`src/rtl/core/arpc_pkg.sv`:
```
// shared types and constants of the arp cache responder
package arpc_pkg;

   // default table size
   localparam int DEFAULT_ENTRIES = 32;

   // configuration register indexes
   localparam int CSR_IDX_W  = 2;
   localparam int CSR_DATA_W = 48;
   localparam logic [CSR_IDX_W-1:0] CSR_MY_IP  = 2'd0;
   localparam logic [CSR_IDX_W-1:0] CSR_MY_MAC = 2'd1;

   // arp header values that a packet is checked against
   localparam logic [15:0] HW_TYPE_ETHER  = 16'h0001;
   localparam logic [15:0] TYPE_IP        = 16'h0800;
   localparam logic [7:0]  HW_ADDR_LEN    = 8'd6;
   localparam logic [7:0]  PROTO_ADDR_LEN = 8'd4;
   localparam logic [15:0] OPCODE_REPLY   = 16'd2;

   // request payload
   typedef struct packed {
      logic        mode;
      logic [31:0] query_ip;
      logic [47:0] sender_mac;
      logic [31:0] target_ip;
      logic [15:0] opcode;
      logic [15:0] hw_space;
      logic [15:0] proto_space;
      logic [7:0]  hw_len;
      logic [7:0]  proto_len;
   } arpc_req_type;

   // response payload
   typedef struct packed {
      logic        hit;
      logic [47:0] resolved_mac;
      logic        frame_ok;
      logic        send_reply;
      logic [47:0] reply_target_mac;
      logic [31:0] reply_target_ip;
   } arpc_rsp_type;

   // sequencer states
   typedef enum logic [2:0] {
      ST_IDLE,
      ST_SCAN,
      ST_DECIDE,
      ST_UPDATE,
      ST_OUT
   } arpc_state_type;

endpackage

```
`src/rtl/core/arpc_req_if.sv`:
```
// request channel interface of the arp cache responder
interface arpc_req_if;
   import arpc_pkg::*;

   logic         valid;
   logic         ready;
   arpc_req_type data;

   modport source (output valid, output data, input ready);
   modport sink (input valid, input data, output ready);
endinterface

```
`src/rtl/core/arpc_rsp_if.sv`:
```
// response channel interface of the arp cache responder
interface arpc_rsp_if;
   import arpc_pkg::*;

   logic         valid;
   logic         ready;
   arpc_rsp_type data;

   modport source (output valid, output data, input ready);
   modport sink (input valid, input data, output ready);
endinterface

```
`src/rtl/core/arpc_ram.sv`:
```
// generic single write port ram with registered read
module arpc_ram #(
   parameter int WIDTH = 8,
   parameter int DEPTH = 32,
   localparam int ADDR_W = (DEPTH > 1) ? $clog2(DEPTH) : 1
) (
   input  logic              clock,
   input  logic              wr_en,
   input  logic [ADDR_W-1:0] wr_addr,
   input  logic [WIDTH-1:0]  wr_data,
   input  logic [ADDR_W-1:0] rd_addr,
   output logic [WIDTH-1:0]  rd_data
);

   logic [WIDTH-1:0] mem_ff [DEPTH];
   logic [WIDTH-1:0] rd_data_ff;

   // write port
   always_ff @(posedge clock) begin
      if (wr_en) begin
         mem_ff[wr_addr] <= wr_data;
      end
   end

   // registered read port
   always_ff @(posedge clock) begin
      rd_data_ff <= mem_ff[rd_addr];
   end

   assign rd_data = rd_data_ff;

endmodule

```
`src/rtl/core/arp_cache_responder_unit.sv`:
```
// ARP cache responder: a fully associative table of ENTRIES IPv4-to-MAC entries in
// most-recently-used order, held in one entry RAM (ip, mac, rank) with a single read
// and a single write port. A lookup (mode 0) or received ARP packet (mode 1) is taken
// one at a time: the RAM is swept once to search (its read data is registered), a
// decide state follows, and when an entry is hit or replaced a second sweep rewrites
// every rank, then the response is registered. No new request is taken while one is
// in the search, decide or rank sweep, and a response still held by a stalled sink
// holds the next one in its last state. A new request is taken as soon as the
// previous response sits in the output register. Valid bits are flip-flops cleared
// by reset; ranks read as their entry index until the first rank sweep has written
// the whole RAM, so no clearing pass is needed after reset. my_mac is the source
// address of the reply frame built downstream and is not kept here.
module arp_cache_responder_unit #(
   parameter int ENTRIES = arpc_pkg::DEFAULT_ENTRIES
) (
   input  logic                           clock,
   input  logic                           reset,
   arpc_req_if.sink                       req_if,
   arpc_rsp_if.source                     rsp_if,
   input  logic                           csr_we,
   input  logic [arpc_pkg::CSR_IDX_W-1:0] csr_idx,
   input  logic [arpc_pkg::CSR_DATA_W-1:0] csr_wdata
);
   import arpc_pkg::*;

   localparam int IDX_W   = (ENTRIES > 1) ? $clog2(ENTRIES) : 1;
   localparam int CNT_W   = IDX_W + 1;
   localparam int IP_W    = 32;
   localparam int MAC_W   = 48;
   localparam int RAM_W   = IP_W + MAC_W + IDX_W;
   localparam logic [CNT_W-1:0] CNT_END = CNT_W'(ENTRIES);

   // sequencer and control
   arpc_state_type     state_ff, state_in;
   logic [CNT_W-1:0]   cnt_ff, cnt_in;
   logic               pend_ff, pend_in;
   logic [IDX_W-1:0]   pend_idx_ff, pend_idx_in;
   logic [ENTRIES-1:0] valid_ff, valid_in;
   logic               rank_init_ff, rank_init_in;
   logic               rsp_valid_ff, rsp_valid_in;
   logic [IP_W-1:0]    my_ip_ff, my_ip_in;

   // item and search results
   arpc_req_type       req_ff, req_in;
   logic               hit_ff, hit_in;
   logic [IDX_W-1:0]   hit_idx_ff, hit_idx_in;
   logic [IDX_W-1:0]   hit_rank_ff, hit_rank_in;
   logic [MAC_W-1:0]   hit_mac_ff, hit_mac_in;
   logic [IDX_W-1:0]   lru_idx_ff, lru_idx_in;
   logic [IDX_W-1:0]   lru_rank_ff, lru_rank_in;
   logic [IDX_W-1:0]   tgt_ff, tgt_in;
   logic [IDX_W-1:0]   tgt_rank_ff, tgt_rank_in;
   logic               wr_ip_ff, wr_ip_in;
   logic               wr_mac_ff, wr_mac_in;
   arpc_rsp_type       res_ff, res_in;
   arpc_rsp_type       rsp_data_ff, rsp_data_in;

   // decision of the current item
   logic               dec_frame_ok;
   logic               dec_ours;
   logic               dec_upd;
   logic [IDX_W-1:0]   dec_tgt;
   logic [IDX_W-1:0]   dec_rank;
   logic               dec_wr_ip;
   logic               dec_wr_mac;
   arpc_rsp_type       dec_res;

   // control strobes
   logic               req_xfer;
   logic               issue;
   logic               sweep_done;
   logic               rsp_load;

   // entry ram
   logic               ram_we;
   logic [IDX_W-1:0]   ram_rd_addr;
   logic [RAM_W-1:0]   ram_wr_data;
   logic [RAM_W-1:0]   ram_rd_data;
   logic [IP_W-1:0]    rd_ip;
   logic [MAC_W-1:0]   rd_mac;
   logic [IDX_W-1:0]   rd_rank;
   logic [IDX_W-1:0]   rank_eff;
   logic [IDX_W-1:0]   new_rank;
   logic               at_tgt;

   arpc_ram #(
      .WIDTH (RAM_W),
      .DEPTH (ENTRIES)
   ) u_entry_ram (
      .clock   (clock),
      .wr_en   (ram_we),
      .wr_addr (pend_idx_ff),
      .wr_data (ram_wr_data),
      .rd_addr (ram_rd_addr),
      .rd_data (ram_rd_data)
   );

   // entry fields and effective rank
   assign rd_ip    = ram_rd_data[RAM_W-1 -: IP_W];
   assign rd_mac   = ram_rd_data[IDX_W +: MAC_W];
   assign rd_rank  = ram_rd_data[IDX_W-1:0];
   assign rank_eff = rank_init_ff ? rd_rank : pend_idx_ff;
   assign at_tgt   = (pend_idx_ff == tgt_ff);

   // move-to-front rank for the entry being rewritten
   always_comb begin
      if (at_tgt) begin
         new_rank = '0;
      end else if (rank_eff < tgt_rank_ff) begin
         new_rank = rank_eff + 1'b1;
      end else begin
         new_rank = rank_eff;
      end
   end

   assign ram_wr_data = {(at_tgt && wr_ip_ff) ? req_ff.query_ip : rd_ip,
                         (at_tgt && wr_mac_ff) ? req_ff.sender_mac : rd_mac,
                         new_rank};

   // handshake strobes
   assign req_xfer   = req_if.valid && req_if.ready;
   assign sweep_done = (cnt_ff == CNT_END) && !pend_ff;
   assign rsp_load   = (state_ff == ST_OUT) && (!rsp_valid_ff || rsp_if.ready);

   // decision from search results
   always_comb begin
      dec_frame_ok = req_ff.mode
                     && (req_ff.hw_space == HW_TYPE_ETHER)
                     && (req_ff.proto_space == TYPE_IP)
                     && (req_ff.hw_len == HW_ADDR_LEN)
                     && (req_ff.proto_len == PROTO_ADDR_LEN);
      dec_ours   = (req_ff.target_ip == my_ip_ff);
      dec_res    = '0;
      dec_upd    = 1'b0;
      dec_tgt    = hit_idx_ff;
      dec_rank   = hit_rank_ff;
      dec_wr_ip  = 1'b0;
      dec_wr_mac = 1'b0;
      if (!req_ff.mode) begin
         // lookup
         if (hit_ff) begin
            dec_res.hit          = 1'b1;
            dec_res.resolved_mac = hit_mac_ff;
            dec_upd              = 1'b1;
         end
      end else if (dec_frame_ok) begin
         dec_res.frame_ok = 1'b1;
         if (hit_ff) begin
            // refresh cached sender
            dec_res.hit = 1'b1;
            dec_upd     = 1'b1;
            dec_wr_mac  = 1'b1;
         end else if (dec_ours) begin
            // replace least recent entry
            dec_upd    = 1'b1;
            dec_tgt    = lru_idx_ff;
            dec_rank   = lru_rank_ff;
            dec_wr_ip  = 1'b1;
            dec_wr_mac = 1'b1;
         end
         if (dec_ours && (req_ff.opcode != OPCODE_REPLY)) begin
            dec_res.send_reply       = 1'b1;
            dec_res.reply_target_mac = req_ff.sender_mac;
            dec_res.reply_target_ip  = req_ff.query_ip;
         end
      end
   end

   // next state
   always_comb begin
      state_in = state_ff;
      unique case (state_ff)
         ST_IDLE: begin
            if (req_xfer) begin
               state_in = ST_SCAN;
            end
         end
         ST_SCAN: begin
            if (sweep_done) begin
               state_in = ST_DECIDE;
            end
         end
         ST_DECIDE: begin
            state_in = dec_upd ? ST_UPDATE : ST_OUT;
         end
         ST_UPDATE: begin
            if (sweep_done) begin
               state_in = ST_OUT;
            end
         end
         ST_OUT: begin
            if (rsp_load) begin
               state_in = ST_IDLE;
            end
         end
         default: state_in = ST_IDLE;
      endcase
   end

   // state outputs
   always_comb begin
      req_if.ready = 1'b0;
      issue        = 1'b0;
      ram_we       = 1'b0;
      unique case (state_ff)
         ST_IDLE: begin
            req_if.ready = 1'b1;
         end
         ST_SCAN: begin
            issue = (cnt_ff < CNT_END);
         end
         ST_UPDATE: begin
            issue  = (cnt_ff < CNT_END);
            ram_we = pend_ff;
         end
         ST_DECIDE, ST_OUT: begin
            issue = 1'b0;
         end
         default: issue = 1'b0;
      endcase
   end

   assign ram_rd_addr = cnt_ff[IDX_W-1:0];

   // datapath next values
   always_comb begin
      cnt_in       = cnt_ff;
      pend_in      = issue;
      pend_idx_in  = cnt_ff[IDX_W-1:0];
      valid_in     = valid_ff;
      rank_init_in = rank_init_ff;
      rsp_valid_in = rsp_load || (rsp_valid_ff && !rsp_if.ready);
      my_ip_in     = my_ip_ff;
      req_in       = req_ff;
      hit_in       = hit_ff;
      hit_idx_in   = hit_idx_ff;
      hit_rank_in  = hit_rank_ff;
      hit_mac_in   = hit_mac_ff;
      lru_idx_in   = lru_idx_ff;
      lru_rank_in  = lru_rank_ff;
      tgt_in       = tgt_ff;
      tgt_rank_in  = tgt_rank_ff;
      wr_ip_in     = wr_ip_ff;
      wr_mac_in    = wr_mac_ff;
      res_in       = res_ff;
      rsp_data_in  = rsp_load ? res_ff : rsp_data_ff;

      // own address register
      if (csr_we && (csr_idx == CSR_MY_IP)) begin
         my_ip_in = csr_wdata[IP_W-1:0];
      end

      // sweep counter
      if (req_xfer || (state_ff == ST_DECIDE)) begin
         cnt_in = '0;
      end else if (issue) begin
         cnt_in = cnt_ff + 1'b1;
      end

      // capture request
      if (req_xfer) begin
         req_in = req_if.data;
         hit_in = 1'b0;
      end

      // search sweep: best match and least recent entry
      if ((state_ff == ST_SCAN) && pend_ff) begin
         if (valid_ff[pend_idx_ff] && (rd_ip == req_ff.query_ip)
             && (!hit_ff || (rank_eff < hit_rank_ff))) begin
            hit_in      = 1'b1;
            hit_idx_in  = pend_idx_ff;
            hit_rank_in = rank_eff;
            hit_mac_in  = rd_mac;
         end
         if ((pend_idx_ff == '0) || (rank_eff > lru_rank_ff)) begin
            lru_idx_in  = pend_idx_ff;
            lru_rank_in = rank_eff;
         end
      end

      // latch decision
      if (state_ff == ST_DECIDE) begin
         tgt_in      = dec_tgt;
         tgt_rank_in = dec_rank;
         wr_ip_in    = dec_wr_ip;
         wr_mac_in   = dec_wr_mac;
         res_in      = dec_res;
      end

      // rank sweep: mark inserted entry, ranks live in ram afterwards
      if (ram_we && at_tgt && wr_ip_ff) begin
         valid_in[pend_idx_ff] = 1'b1;
      end
      if ((state_ff == ST_UPDATE) && sweep_done) begin
         rank_init_in = 1'b1;
      end
   end

   // control registers
   always_ff @(posedge clock) begin
      if (reset) begin
         state_ff     <= ST_IDLE;
         cnt_ff       <= '0;
         pend_ff      <= 1'b0;
         valid_ff     <= '0;
         rank_init_ff <= 1'b0;
         rsp_valid_ff <= 1'b0;
         my_ip_ff     <= '0;
      end else begin
         state_ff     <= state_in;
         cnt_ff       <= cnt_in;
         pend_ff      <= pend_in;
         valid_ff     <= valid_in;
         rank_init_ff <= rank_init_in;
         rsp_valid_ff <= rsp_valid_in;
         my_ip_ff     <= my_ip_in;
      end
   end

   // payload registers
   always_ff @(posedge clock) begin
      pend_idx_ff <= pend_idx_in;
      req_ff      <= req_in;
      hit_ff      <= hit_in;
      hit_idx_ff  <= hit_idx_in;
      hit_rank_ff <= hit_rank_in;
      hit_mac_ff  <= hit_mac_in;
      lru_idx_ff  <= lru_idx_in;
      lru_rank_ff <= lru_rank_in;
      tgt_ff      <= tgt_in;
      tgt_rank_ff <= tgt_rank_in;
      wr_ip_ff    <= wr_ip_in;
      wr_mac_ff   <= wr_mac_in;
      res_ff      <= res_in;
      rsp_data_ff <= rsp_data_in;
   end

   // response channel
   assign rsp_if.valid = rsp_valid_ff;
   assign rsp_if.data  = rsp_data_ff;

   // a reply is only requested for a well-formed packet
   a_reply_needs_frame: assert property (@(posedge clock) disable iff (reset)
      (rsp_if.valid && rsp_if.data.send_reply) |-> rsp_if.data.frame_ok)
      else $error("reply requested for a malformed packet");

   // no mac is resolved without a hit
   a_mac_needs_hit: assert property (@(posedge clock) disable iff (reset)
      (rsp_if.valid && !rsp_if.data.hit) |-> (rsp_if.data.resolved_mac == '0))
      else $error("resolved mac without hit");

   // entries never become invalid once filled
   a_valid_grows: assert property (@(posedge clock) disable iff (reset)
      1'b1 |=> (($past(valid_ff) & ~valid_ff) == '0))
      else $error("valid entry dropped");

   // ranks stay in ram once the first rank sweep is done
   a_rank_init_holds: assert property (@(posedge clock) disable iff (reset)
      !$fell(rank_init_ff))
      else $error("rank init flag dropped");

endmodule
```
`src/flat_wrapper.sv`:
```
// flat-port wrapper written by rule: the top's interface ports become plain ports
module arp_cache_responder_unit_flat import arpc_pkg::*;
#(
   parameter int ENTRIES = arpc_pkg::DEFAULT_ENTRIES
)
  (clock, reset, csr_we, csr_idx, csr_wdata, req_if_valid, req_if_data, req_if_ready, rsp_if_valid, rsp_if_data, rsp_if_ready);
  arpc_req_if req_if_i ();
  arpc_rsp_if rsp_if_i ();
  input  logic clock;
  input  logic reset;
  input  logic csr_we;
  input  logic [arpc_pkg::CSR_IDX_W-1:0] csr_idx;
  input  logic [arpc_pkg::CSR_DATA_W-1:0] csr_wdata;
  input wire logic [$bits(req_if_i.valid)-1:0] req_if_valid;
  input wire logic [$bits(req_if_i.data)-1:0] req_if_data;
  output wire logic [$bits(req_if_i.ready)-1:0] req_if_ready;
  output wire logic [$bits(rsp_if_i.valid)-1:0] rsp_if_valid;
  output wire logic [$bits(rsp_if_i.data)-1:0] rsp_if_data;
  input wire logic [$bits(rsp_if_i.ready)-1:0] rsp_if_ready;
  assign req_if_i.valid = req_if_valid;
  assign req_if_i.data = req_if_data;
  assign req_if_ready = req_if_i.ready;
  assign rsp_if_valid = rsp_if_i.valid;
  assign rsp_if_data = rsp_if_i.data;
  assign rsp_if_i.ready = rsp_if_ready;
  arp_cache_responder_unit #(.ENTRIES(ENTRIES)) u_core (.clock(clock), .reset(reset), .req_if(req_if_i), .rsp_if(rsp_if_i), .csr_we(csr_we), .csr_idx(csr_idx), .csr_wdata(csr_wdata));
endmodule
```
`config.mk`:
```
export PLATFORM = sky130hd
export DESIGN_NAME = arp_cache_responder_unit_flat
export DESIGN_NICKNAME = d
export VERILOG_FILES = /design/src/rtl/core/arpc_pkg.sv /design/src/rtl/core/arpc_req_if.sv /design/src/rtl/core/arpc_rsp_if.sv /design/src/rtl/core/arpc_ram.sv /design/src/rtl/core/arp_cache_responder_unit.sv /design/src/flat_wrapper.sv
export SDC_FILE = /design/constraint.sdc
export NUM_CORES = 2
export LEC_CHECK = 0
export BUFFER_PORTS_ARGS = -buffer_cell sky130_fd_sc_hd__buf_4
export CAP_MARGIN = 20
export CORE_MARGIN = 5
export CORE_UTILIZATION = 30
export DETAILED_ROUTE_END_ITERATION = 16
export SYNTH_ARGS = -nofsm -noshare
export SYNTH_HDL_FRONTEND = slang
export SYNTH_SLANG_ARGS = --single-unit
```
`constraint.sdc`:
```
create_clock -name clock -period 6.9 [get_ports clock]
set_input_delay 0 -clock clock [delete_from_list [all_inputs] [get_ports clock]]
set_output_delay 0 -clock clock [all_outputs]
set_load 0.01 [all_outputs]
```
==> out/metrics.yaml <==
clock_network:
  htreeDepth: 5
  worstSkewPairLatency_ns: 1.00
  numCtsBuffers: 351
  clockBufferDepth: 4
  cts_setup_buffers: 0
  tritoncts: "yes"
  clk_pin_slew_ns: 0.06
  cts_root_buf: "clkbuf_16"
  cts_sinks: 3406
sta:
  hold-worst-slack_ns: 0.233
  maxClockFrequency_mhz: 233
  skew_ns: 0.151
  fin_crit_ns: 4.29
  tightest_slew_ns: 1.14
  slew-limit-headroom_pct: 23.9
  rsz0062_at_grt: "false"
  timing.final.hold_violations: 0
  setup_viol_count_final: 0
  tns_ns: 0
  postLayoutSetupSlackWorst_ns: 2.61
  finalCritPeriodShare_pct: 62.2
  drv_slew: 0
critical_path:
  endpoint_kind: "flip-flop"
  startpoint_type: "flip-flop"
  critPathMaxStageDelay_ns: 0.90
  slowest_stage: "dfxtp_1"
  crit_fanout: 33
  required_ns: 7.52
  arrival_ns: 4.91
  critPathKind: "flip-flop to flip-flop"
  cp_cell_sequence: "xnor2_1, nand3_1, nor3_2, buf_4, and2_2, buf_4, nand2_1, nand2_1"
drt:
  dr.pass1.iters: 6
  num_vias: 61100
  antenna_left: 0
  detail_route.wl_per_cell_um: 27.2
  via_per_inst: 4.91
  routed_wl_mm: 338
  drt-initial-drc-count: 6996
  drc_errors: 0
cells_and_area:
  area_growth_pct: 21.4
  final_nets: 6729
  fillers: 38000
  utilization_pct: 36.5
  finalInstanceArea_mm2: 0.154
  fin_cells: 12500
  drive_above_1_share_pct: 30.7
placement:
  dp_slack_ns: 2.49
  place_congestion: 0.792
  portBuffers: 348
  dp_cells: 11300
  dp_hpwl_mm: 166
  placed_area_mm2: 0.137
synth:
  synth_edf_count: 3239
  syn-num-nets: 5665
  seq_area_frac_synth_pct: 79.2
  synth_area_per_cell_um2: 23.4
  synthFlopType: "edfxtp_1"
  ys_types: 55
  syn_inst: 5417
  yosysWarnings: 0
  ys_ff_latch: 3406
  synthArstFlopShare_pct: 0
  synthesis.area_mm2: 0.127
power_and_ir_drop:
  p_total_mw: 51.1
  p_per_area_mw_per_mm2: 331
  p_leak_nw: 47.7
  ir_drop_mv: 0.298
global_routing:
  antenna_found_initial: 19
  grt-ovfl-total: 0
  grt_pass1_vias: 63300
  grt_first_pass_wirelength_mm: 477
  grt_util_all_layers_pct: 15.0
  grt_max_degree: 127
floorplanning:
  die_area_mm2: 0.436
  die_w_um: 661
  pin_count: 365
  core_area_mm2: 0.423
  initial_utilization_pct: 30.0
  die_h_um: 661
  rows: 239
run:
  drv_cap: 0
status:
  status: "completed"
worst_hold_path:
  hold_path_class: "primary input to flip-flop"
-- cells by family (layout without fill, tap and decap cells) --
kind of cell	after synthesis	in the layout	share of synthesized area [%]
AO/OA/AOI/OAI	104	104	0.509
XOR/XNOR	77	77	0.531
adder cells (fa/ha/maj)	16	16	0.158
buffers and inverters	294	1659	1.05
flip-flops	3406	3406	79.2
multiplexers	1011	1011	16.5
other	0	17	0
AND/OR/NAND/NOR	509	509	1.98
-- worst paths after layout --
| kind | startpoint | end | slack [ns] | cells after the start |
|---|---|---|---|---|
| worst max-delay path | u_core.pend_idx_ff[4] | u_core.u_entry_ram.mem_ff[31][70] | 2.61 | 8 |
| worst min-delay path | req_if_valid | u_core.state_ff[1] | 0.23 | 5 |
| worst max register to register | u_core.pend_idx_ff[4] | u_core.u_entry_ram.mem_ff[31][70] | 2.61 | 8 |
| worst min register to register | u_core.res_ff[63] | u_core.rsp_if.data[63] | 0.35 | 0 |
-- routing by layer --
| metal | GRT usage, % | part of all wire, % | up-vias |
|---|---|---|---|
| met5 | 0 | 0 | - |
| met4 | 4.38 | 3.0 | 0 |
| met3 | 1.93 | 6.4 | 557 |
| met2 | 25.6 | 50 | 2491 |
| met1 | 20.2 | 41 | 33200 |
| li1 | - | - | 24900 |
-- cells in the final DEF (no fill, tap or decap), types with 10 or more instances in the layout --
master	synthesis	final
clkinv_1	0	53
clkinv_4	0	11
dlygate4sd3_1	0	487
nor2_4	0	33
clkinv_16	0	15
nor3_1	11	10
a21oi_1	41	40
nand2_1	182	180
and2_1	84	82
buf_12	0	36
inv_1	23	21
mux2i_1	12	12
dfxtp_1	167	161
nand4_1	23	23
a31oi_1	35	35
nor2_1	98	64
clkbuf_16	0	353
diode_2	0	17
ha_1	16	16
and3_1	49	49
clkbuf_8	0	22
mux4_2	855	855
xnor2_1	68	68
nand3_1	15	15
clkinv_2	0	61
clkbuf_1	164	74
bufinv_16	0	38
clkinvlp_4	0	10
buf_4	11	454
edfxtp_1	3239	3239
mux2_2	144	144
nor4_1	14	14
-- flip-flops by register name, indices dropped and copies added, names as in the netlist, 3 cells and up --
| name | flops |
|---|---|
| u_core.res_ff | 131 |
| u_core.pend_idx_ff | 5 |
| u_core.valid_ff | 32 |
| u_core.cnt_ff | 6 |
| u_core.rsp_if.data | 131 |
| u_core.hit_idx_ff | 5 |
| u_core.u_entry_ram.mem_ff | 2720 |
| u_core.lru_rank_ff | 5 |
| u_core.hit_rank_ff | 5 |
| u_core.tgt_rank_ff | 5 |
| u_core.lru_idx_ff | 5 |
| u_core.u_entry_ram.rd_data | 85 |
| u_core.state_ff | 3 |
| u_core.hit_mac_ff | 48 |
| u_core.my_ip_ff | 32 |
| u_core.req_ff | 177 |
| u_core.tgt_ff | 5 |
-- critical path, delay by kind of cell, from the launching register on --
kind / cells / cell delay, ns
and+or+nand+nor: 5 / 1.92
xor gates and xnor gates: 1 / 0.20
DFF: 1 / 0.90
buffers and inverters: 2 / 0.93
-- power breakdown --
group          internal [mW]  total, mW  switching [mW]
sequential              24.7       25.3           0.586
combinational           2.80       6.37            3.56
clock                   11.2       19.4            8.19
total                   38.7       51.1            12.3
-- area by class of cell --
cell class	count	area, um^2	area share, %
antenna	17	42.5	0.0276
inverter	23	95.1	0.0617
clock buffer	449	9410	6.11
timing repair buffer	982	9100	5.91
tap	5663	7090	4.60
multi-input combinational	1717	25300	16.4
clock inverter	205	2480	1.61
sequential	3406	101000	65.3
-- what timing repair did --
item | CTS | global route
endpoints found under the hold margin | 285 | 0
hold buffers | 487 | 0
resized for setup | 0 | 0
-- Yosys cell counts (5+ instances only) --
master,count,area share (%)
a21oi_1,41,0.16
a31oi_1,35,0.17
and2_1,84,0.41
and3_1,49,0.24
buf_1,12,0.035
buf_2,69,0.27
buf_4,11,0.065
buf_6,14,0.12
clkbuf_1,164,0.48
dfxtp_1,167,2.6
edfxtp_1,3239,77
ha_1,16,0.16
inv_1,23,0.068
mux2_2,144,1.3
mux2i_1,12,0.095
mux4_2,855,15
nand2_1,182,0.54
nand2b_1,6,0.030
nand3_1,15,0.059
nand4_1,23,0.11
nor2_1,98,0.29
nor2b_1,9,0.044
nor3_1,11,0.043
nor4_1,14,0.069
nor4b_1,5,0.034
o21ai_0,8,0.032
xnor2_1,68,0.47
xor2_1,9,0.062
(Power assumes the default switching activity.)
